[src/rtl/esf_pkg.sv]
// Package: shared types and constants for the EBML segment size finder.
package esf_pkg;

	localparam int LEN_BITS = 32;
	localparam int POS_W    = LEN_BITS;
	localparam int ACC_W    = 56;
	localparam int OFF_W    = 58;
	localparam int SIZE_W   = 57;
	localparam int ID_W     = 32;

	localparam logic [ID_W-1:0] SEGMENT_ID = 32'h1853_8067;
	localparam logic [7:0] MAGIC_B0 = 8'h1A;
	localparam logic [7:0] MAGIC_B1 = 8'h45;
	localparam logic [7:0] MAGIC_B2 = 8'hDF;
	localparam logic [7:0] MAGIC_B3 = 8'hA3;
	localparam int MIN_BUFFER = 16;

	typedef enum logic [2:0] {
		PH_MAGIC = 3'd0,
		PH_HSIZE = 3'd1,
		PH_SKIP  = 3'd2,
		PH_ID    = 3'd3,
		PH_SIZE  = 3'd4
	} phase_t;

	typedef enum logic [1:0] {
		VD_REJECT    = 2'd0,
		VD_STRUCT    = 2'd1,
		VD_CONTAINER = 2'd2,
		VD_VERIFIED  = 2'd3
	} verdict_t;

	typedef struct packed {
		logic [7:0]  data;
		logic [31:0] len;
		logic        fin;
	} item_t;

	typedef struct packed {
		verdict_t          verdict;
		logic [SIZE_W-1:0] file_size;
		logic              unk;
	} result_t;

endpackage

[src/rtl/esf_core.sv]
// Parser state registers and combinational next-state logic for one byte.
module esf_core import esf_pkg::*; (
	input  logic    clk,
	input  logic    arst_n,
	input  logic    go,
	input  item_t   item,
	output result_t res
);

	typedef struct packed {
		phase_t            phase;
		logic [ACC_W-1:0]  acc;
		logic [3:0]        left;
		logic [3:0]        total;
		logic [ID_W-1:0]   elem_id;
		logic [OFF_W-1:0]  next_off;
		verdict_t          h_verdict;
		logic [SIZE_W-1:0] h_size;
		logic              h_unk;
		logic              decided;
		logic [POS_W-1:0]  pos;
	} st_t;

	st_t st_q, st_d;

	function automatic st_t f_reset();
		st_t s;
		s = '0;
		s.phase = PH_MAGIC;
		s.h_verdict = VD_REJECT;
		return s;
	endfunction

	function automatic st_t f_decide(st_t s, verdict_t v, logic [SIZE_W-1:0] fs, logic u);
		st_t r;
		r = s;
		r.h_verdict = v;
		r.h_size = fs;
		r.h_unk = u;
		r.decided = 1'b1;
		return r;
	endfunction

	function automatic logic [3:0] f_lead(logic [7:0] b, int maxn);
		logic [3:0] n;
		n = '0;
		for (int i = 0; i < 8; i++) begin
			if (n == '0 && b[7-i] && i < maxn)
				n = 4'(i + 1);
		end
		return n;
	endfunction

	function automatic logic [ACC_W-1:0] f_ones(logic [3:0] t);
		logic [5:0] sh;
		sh = 6'(t) * 6'd7;
		return ~({ACC_W{1'b1}} << sh);
	endfunction

	function automatic st_t f_enter_skip(st_t s, logic [POS_W-1:0] len);
		st_t r;
		r = s;
		if ((s.next_off + OFF_W'(4)) > OFF_W'(len))
			r = f_decide(s, VD_CONTAINER, '0, 1'b0);
		else
			r.phase = PH_SKIP;
		return r;
	endfunction

	function automatic st_t f_finish_id(st_t s, logic [POS_W-1:0] p, logic [POS_W-1:0] len);
		st_t r;
		r = s;
		r.elem_id = s.acc[ID_W-1:0];
		if ((POS_W'(1) + (POS_W+1)'(p)) >= (POS_W+1)'(len)) begin
			r = f_decide(r, VD_CONTAINER, '0, 1'b0);
		end else begin
			r.phase = PH_SIZE;
			r.left = '0;
		end
		return r;
	endfunction

	function automatic st_t f_finish_size(st_t s, logic [POS_W-1:0] p, logic [POS_W-1:0] len);
		st_t r;
		logic [OFF_W-1:0] e;
		logic u;
		r = s;
		e = OFF_W'(p) + OFF_W'(1) + OFF_W'(s.acc);
		u = (s.acc == f_ones(s.total));
		if (s.elem_id == SEGMENT_ID) begin
			r = f_decide(s, VD_VERIFIED,
				(!u && s.acc != '0) ? e[SIZE_W-1:0] : '0, u);
		end else if (s.acc == '0) begin
			r = f_decide(s, VD_CONTAINER, '0, 1'b0);
		end else begin
			r.next_off = e;
			r = f_enter_skip(r, len);
		end
		return r;
	endfunction

	// next state
	always_comb begin
		st_t n;
		logic [POS_W-1:0] p;
		logic [POS_W-1:0] len;
		logic [7:0] b;
		logic [3:0] ln;
		logic [7:0] mb;
		n = st_q;
		p = st_q.pos;
		len = POS_W'(item.len);
		b = item.data;
		ln = '0;
		case (p[1:0])
			2'd0:    mb = MAGIC_B0;
			2'd1:    mb = MAGIC_B1;
			2'd2:    mb = MAGIC_B2;
			default: mb = MAGIC_B3;
		endcase
		if (!st_q.decided) begin
			if (len < POS_W'(MIN_BUFFER)) begin
				n = f_decide(n, VD_REJECT, '0, 1'b0);
			end else if (p < len) begin
				case (st_q.phase)
					PH_MAGIC: begin
						if (p > POS_W'(3) || b != mb)
							n = f_decide(n, VD_REJECT, '0, 1'b0);
						else if (p == POS_W'(3))
							n.phase = PH_HSIZE;
					end
					PH_HSIZE: begin
						if (st_q.left == '0) begin
							ln = f_lead(b, 8);
							if (ln == '0) begin
								n = f_decide(n, VD_STRUCT, '0, 1'b0);
							end else begin
								n.acc = ACC_W'(b & (8'hFF >> ln));
								n.left = ln - 4'd1;
								n.total = ln;
							end
						end else begin
							n.acc = {st_q.acc[ACC_W-9:0], b};
							n.left = st_q.left - 4'd1;
						end
						if (!n.decided && n.left == '0) begin
							n.next_off = OFF_W'(p) + OFF_W'(1) + OFF_W'(n.acc);
							n = f_enter_skip(n, len);
						end
					end
					PH_SKIP: begin
						if (OFF_W'(p) == st_q.next_off) begin
							ln = f_lead(b, 4);
							if (ln == '0) begin
								n = f_decide(n, VD_CONTAINER, '0, 1'b0);
							end else begin
								n.acc = ACC_W'(b);
								n.left = ln - 4'd1;
								n.total = ln;
								n.phase = PH_ID;
								if (n.left == '0)
									n = f_finish_id(n, p, len);
							end
						end
					end
					PH_ID: begin
						n.acc = {st_q.acc[ACC_W-9:0], b};
						if (st_q.left != '0)
							n.left = st_q.left - 4'd1;
						if (n.left == '0)
							n = f_finish_id(n, p, len);
					end
					PH_SIZE: begin
						if (st_q.left == '0) begin
							ln = f_lead(b, 8);
							if (ln == '0 || ((POS_W+1)'(p) + (POS_W+1)'(ln)) > (POS_W+1)'(len)) begin
								n = f_decide(n, VD_CONTAINER, '0, 1'b0);
							end else begin
								n.acc = ACC_W'(b & (8'hFF >> ln));
								n.left = ln - 4'd1;
								n.total = ln;
							end
						end else begin
							n.acc = {st_q.acc[ACC_W-9:0], b};
							n.left = st_q.left - 4'd1;
						end
						if (!n.decided && n.left == '0)
							n = f_finish_size(n, p, len);
					end
					default: ;
				endcase
			end
		end
		if (st_q.pos != '1)
			n.pos = st_q.pos + POS_W'(1);
		if (item.fin && !n.decided) begin
			case (n.phase)
				PH_MAGIC: n = f_decide(n, VD_REJECT, '0, 1'b0);
				PH_HSIZE: n = f_decide(n, VD_STRUCT, '0, 1'b0);
				default:  n = f_decide(n, VD_CONTAINER, '0, 1'b0);
			endcase
		end
		st_d = n;
	end

	// result of a final byte
	always_comb begin
		res.verdict = st_d.h_verdict;
		res.file_size = st_d.h_size;
		res.unk = st_d.h_unk;
	end

	always_ff @(posedge clk or negedge arst_n) begin
		if (!arst_n) begin
			st_q <= f_reset();
		end else if (go) begin
			if (item.fin)
				st_q <= f_reset();
			else
				st_q <= st_d;
		end
	end

	a_clear_after_final: assert property (@(posedge clk) disable iff (!arst_n)
		go && item.fin |=> st_q.pos == '0 && !st_q.decided && st_q.phase == PH_MAGIC)
		else $error("state not cleared after final item");

	a_decided_holds: assert property (@(posedge clk) disable iff (!arst_n)
		go && !item.fin && st_q.decided |=> st_q.decided && st_q.h_verdict == $past(st_q.h_verdict))
		else $error("decision changed before final item");

	a_skip_target: assert property (@(posedge clk) disable iff (!arst_n)
		st_q.phase == PH_SKIP && !st_q.decided |-> st_q.next_off >= OFF_W'(4))
		else $error("element offset inside magic");

endmodule

[src/rtl/ebml_segment_size_finder.sv]
// Top level: input register, parse core and result register of the segment size finder.
//
//  channel | handshake         | payload
//  --------+-------------------+------------------------------------------
//  in      | in_valid/in_ready | data_byte[7:0] buffer_length[31:0] final_byte
//  out     | out_valid/out_ready | verdict[1:0] file_size[56:0] size_unknown
//
// One item per cycle is accepted while in_ready is high; each item is parsed from
// the input register. out_valid is registered and rises as the parser takes a final item.
// A final item waits in the input register only while the result register still
// holds an untaken result. arst_n clears the parser to the magic check at offset zero.
module ebml_segment_size_finder import esf_pkg::*; (
	input  logic              clk,
	input  logic              arst_n,
	input  logic              in_valid,
	output logic              in_ready,
	input  logic [7:0]        data_byte,
	input  logic [31:0]       buffer_length,
	input  logic              final_byte,
	output logic              out_valid,
	input  logic              out_ready,
	output logic [1:0]        verdict,
	output logic [SIZE_W-1:0] file_size,
	output logic              size_unknown
);

	item_t   item_s1;
	logic    valid_s1;
	logic    go;
	result_t res;
	result_t res_q;
	logic    out_valid_q;

	assign go       = valid_s1 && (!item_s1.fin || !out_valid_q || out_ready);
	assign in_ready = !valid_s1 || go;

	always_ff @(posedge clk or negedge arst_n) begin
		if (!arst_n) begin
			valid_s1 <= 1'b0;
		end else if (in_valid && in_ready) begin
			valid_s1 <= 1'b1;
		end else if (go) begin
			valid_s1 <= 1'b0;
		end
	end

	always_ff @(posedge clk) begin
		if (in_valid && in_ready) begin
			item_s1.data <= data_byte;
			item_s1.len  <= buffer_length;
			item_s1.fin  <= final_byte;
		end
	end

	esf_core u_core (
		.clk    (clk),
		.arst_n (arst_n),
		.go     (go),
		.item   (item_s1),
		.res    (res)
	);

	always_ff @(posedge clk or negedge arst_n) begin
		if (!arst_n) begin
			out_valid_q <= 1'b0;
		end else if (go && item_s1.fin) begin
			out_valid_q <= 1'b1;
		end else if (out_ready) begin
			out_valid_q <= 1'b0;
		end
	end

	always_ff @(posedge clk) begin
		if (go && item_s1.fin)
			res_q <= res;
	end

	assign out_valid    = out_valid_q;
	assign verdict      = res_q.verdict;
	assign file_size    = res_q.file_size;
	assign size_unknown = res_q.unk;

	a_no_overwrite: assert property (@(posedge clk) disable iff (!arst_n)
		go && item_s1.fin |-> !out_valid_q || out_ready)
		else $error("result register overwritten");

	a_size_only_verified: assert property (@(posedge clk) disable iff (!arst_n)
		out_valid_q && res_q.verdict != VD_VERIFIED |-> res_q.file_size == '0 && !res_q.unk)
		else $error("size reported without segment");

	a_unknown_no_size: assert property (@(posedge clk) disable iff (!arst_n)
		out_valid_q && res_q.unk |-> res_q.file_size == '0)
		else $error("unknown size with nonzero file size");

endmodule
[config.mk]
export PLATFORM = sky130hd
export DESIGN_NAME = ebml_segment_size_finder
export DESIGN_NICKNAME = d
export VERILOG_FILES = /design/src/rtl/esf_pkg.sv /design/src/rtl/esf_core.sv /design/src/rtl/ebml_segment_size_finder.sv
export SDC_FILE = /design/constraint.sdc
export NUM_CORES = 2
export LEC_CHECK = 0
export ABC_AREA = 1
export BUFFER_PORTS_ARGS = -buffer_cell sky130_fd_sc_hd__buf_2
export CORE_MARGIN = 2
export CORE_UTILIZATION = 57
export CTS_CLUSTER_SIZE = 30
export DETAILED_ROUTE_END_ITERATION = 8
export PLACE_DENSITY = 0.74
export SYNTH_ARGS = -nofsm -noshare
export SYNTH_HDL_FRONTEND = slang
export SYNTH_SLANG_ARGS = --single-unit
export TNS_END_PERCENT = 30
[constraint.sdc]
create_clock -name clk -period 12.6 [get_ports clk]
set_input_delay 0 -clock clk [delete_from_list [all_inputs] [get_ports clk]]
set_output_delay 0 -clock clk [all_outputs]
set_load 0.03 [all_outputs]
==> run_results.csv <==
group,metric,value,unit
logic_synthesis,synth-edff-count,101,
layout,regArea,0.009315,sq mm
global_routing,grt_pass1_vias,38133,
global_routing,antenna_found_initial,5,
critical_path,cp_slowest_cell,"o21ai_0",
logic_synthesis,synth_area,0.03673,sq mm
cts,cts_sinks,352,
critical_path,crit_type,"flop to flop",
sta,slew_viol_final,0,
layout,multi_input_comb_area,0.02380,sq mm
critical_path,cp-end-kind,"flop",
power,p_leak,19.56,nW
routing,vias,42458,
cts,clk_latency,0.62,ns
layout,nets,6092,
logic_synthesis,synth.area.top_cells,"dfrtp_1 (17%), nand2_1 (16%), ha_1 (8.4%)",
logic_synthesis,synthFlopType,"dfrtp_1",
critical_path,reg2reg_from,"item_s1[38]",
place,routabilityCongestion,1.148,
global_routing,grt_pass1_wl,235800,um
routing,ant_nets,0,
routing,routed_wl,159700,um
logic_synthesis,yosys.area.top_type_share,0.1710,
global_routing,grt_start_max_net_pins,92,
place,port_buffers,106,
min_path,holdCritPathClass,"input pin to asynchronous set/reset pin",
sta,finalSetupViolCount,0,
floorplanning,ios,107,
place,dp.cells,6541,
logic_synthesis,synth_commonest_cells,"nand2_1 (1568), inv_1 (759), nor2_1 (549)",
sta,hold_slack,0.01656,ns
logic_synthesis,synth-async-reset-ratio,0.7131,
logic_synthesis,syn_inst,5684,
routing,first_pass_iters,8,
cts,tritoncts,"done",
critical_path,critPathLaunch,"item_s1[38]",
routing,drcViolationCount,0,
routing,routed_via_density,6.348,
cts,cts_root_buf,"clkbuf_16",
outcome,status,"complete, no violations",
critical_path,crit_fanout,35,
sta,fin_crit_sh,0.9583,
sta,hold_violations,0,
critical_path,crit_required,13.07,ns
logic_synthesis,synth_seq_cells,352,
sta,tightest_slew,1.269,ns
cts,clock_path_buffers,3,
floorplanning,die_w,257.8,um
sta,fin_crit,12.07,ns
place,hpwl,121500,um
logic_synthesis,synth_top_cell_by_area,"dfrtp_1",
power,powerDensity,241.9,mW/mm^2
place,dpl_cell_area,0.03816,sq mm
routing,detail_route.wl_per_cell,23.87,um
logic_synthesis,syn_nets,5983,
sta,slew_headroom,0.1512,
logic_synthesis,yosysWarnings,0,
sta,setup_tns,0,ns
logic_synthesis,synth.most_common_cell,"nand2_1",
routing,dr.first_iter.drc_count,6717,
cts,cts_htree_levels,2,
sta,finalClockSkew,0.02917,ns
critical_path,cp-start-kind,"flop",
floorplanning,die-area,0.06648,sq mm
logic_synthesis,synth_cell_type_count,73,
global_routing,grt.total_usage,0.4627,
global_routing,gr-total-overflow,0,
cts,numCtsBuffers,45,
layout,areaGrowthSynthToFinish,10.17,%
sta,timing.fmax,82.82,MHz
logic_synthesis,seq_area_frac_synth,0.2536,
critical_path,crit_arrival,12.55,ns
critical_path,max_stage_delay,0.65,ns
cts,clk_pin_slew_worst_paths,0.06,ns
layout,drive_gt1_frac,0.07719,
logic_synthesis,avgSynthCellArea,6.461,sq um
floorplanning,die_y,257.8,um
floorplanning,rows,93,
floorplanning,core,0.06412,sq mm
power,max-vdd-ir-drop,0.001079,V
layout,fin_area,0.04046,sq mm
layout,fillers,6049,
layout,instances_no_fill,6688,
job,maxCapViolCount,0,
floorplanning,start_util,0.5728,
## final timing paths
| path | to | cells after the start | slack [ns] |
|---|---|---|---|
| setup / recovery | file_size[25] | 45 | 0.53 |
| hold / removal | u_core.st_q[31] | 2 | 0.02 |
| setup reg to reg | file_size[25] | 45 | 0.53 |
| hold reg to reg | u_core.st_q[173] | 2 | 0.48 |
| max in group asynchronous | u_core.st_q[237] | 4 | 10.53 |
| min in group clk | item_s1[23] | 2 | 0.09 |
## cell families (layout without fill, tap and decap cells)
group                      Yosys count  in the layout  synth area share
DFF                                352            352            0.2536
AOI/OAI and AO/OA                 1072           1072            0.1733
buffers and inverters              971           1117            0.1042
other                                0              3                 0
and+or+nand+nor                   2803           2803            0.3254
adders and majority gates          254            254           0.08797
xor gates and xnor gates           232            232           0.05553
## power breakdown
part           leakage (nW)  internal [mW]  switching, mW
Clock                 0.744          0.778          0.588
Combinational          14.3           1.96           5.12
Sequential             4.47           1.27         0.0690
Total                  19.6           4.01           5.78
## critical path: cells and delay by family, from the launching register on
family          cells  cell delay [ns]
xor+xnor            2             0.62
fa+ha+maj           4             1.21
flops               1             0.47
simple gates       21             5.27
compound gates     10             2.63
buf+inv             8             1.68
## sequential cells by signal (all words and copies together) (netlist names)
register	flops
file_size	57
item_s1	41
out_valid	1
size_unknown	1
u_core.st_q	249
valid_s1	1
verdict	2
## timing repair
| action | CTS | global route |
|---|---|---|
| resized for setup | 0 | 44 |
| endpoints found under the setup margin | 0 | 123 |
| setup buffers | 0 | 9 |
| hold buffers | 46 | 0 |
| endpoints found under the hold margin | 132 | 0 |
## layout by cell type (no fill, tap or decap), types with 42 or more instances in the layout
master / instances
a21oi_1: 314
buf_2: 105
buf_4: 90
clkbuf_16: 47
dfrtp_1: 250
dlygate4sd3_1: 46
edfxtp_1: 101
ha_1: 246
inv_1: 757
nand2_1: 1559
nand3_1: 284
nand4_1: 133
nor2_1: 530
nor3_1: 80
nor4_1: 64
o21ai_0: 308
o21ai_1: 42
o22ai_1: 189
xnor2_1: 53
xor2_1: 178
## layer usage
| metal | up-vias | routed length [um] | global-route usage |
|---|---|---|---|
| li1 | 19208 | - | - |
| met5 | - | 7 | 0 |
| met4 | 2 | 10430 | 0.2378 |
| met2 | 3161 | 64230 | 0.6670 |
| met3 | 651 | 23190 | 0.1434 |
| met1 | 19436 | 61800 | 0.6226 |
## area by class of cell
class	instances	share of cell area
sequential	352	0.2302
tap	855	0.02644
clock inverter	29	0.007577
multi-input combinational	4361	0.5881
timing repair buffer	250	0.04478
clock buffer	55	0.03000
inverter	783	0.07264
antenna	3	0.0001856
## through the flow
step	total power, mW	utilization	setup WS [ns]
5_1_grt	10.29	0.6309	-0.1425
2_1_floorplan	5.822	-	1.837
4_1_cts	9.338	0.6260	0.2861
3_5_place_dp	7.953	0.5951	0.3438
3_3_place_gp	7.992	0.5951	0.6669
6_report	9.787	0.6310	0.5254
No activity file was read; power rests on OpenSTA's default activity.
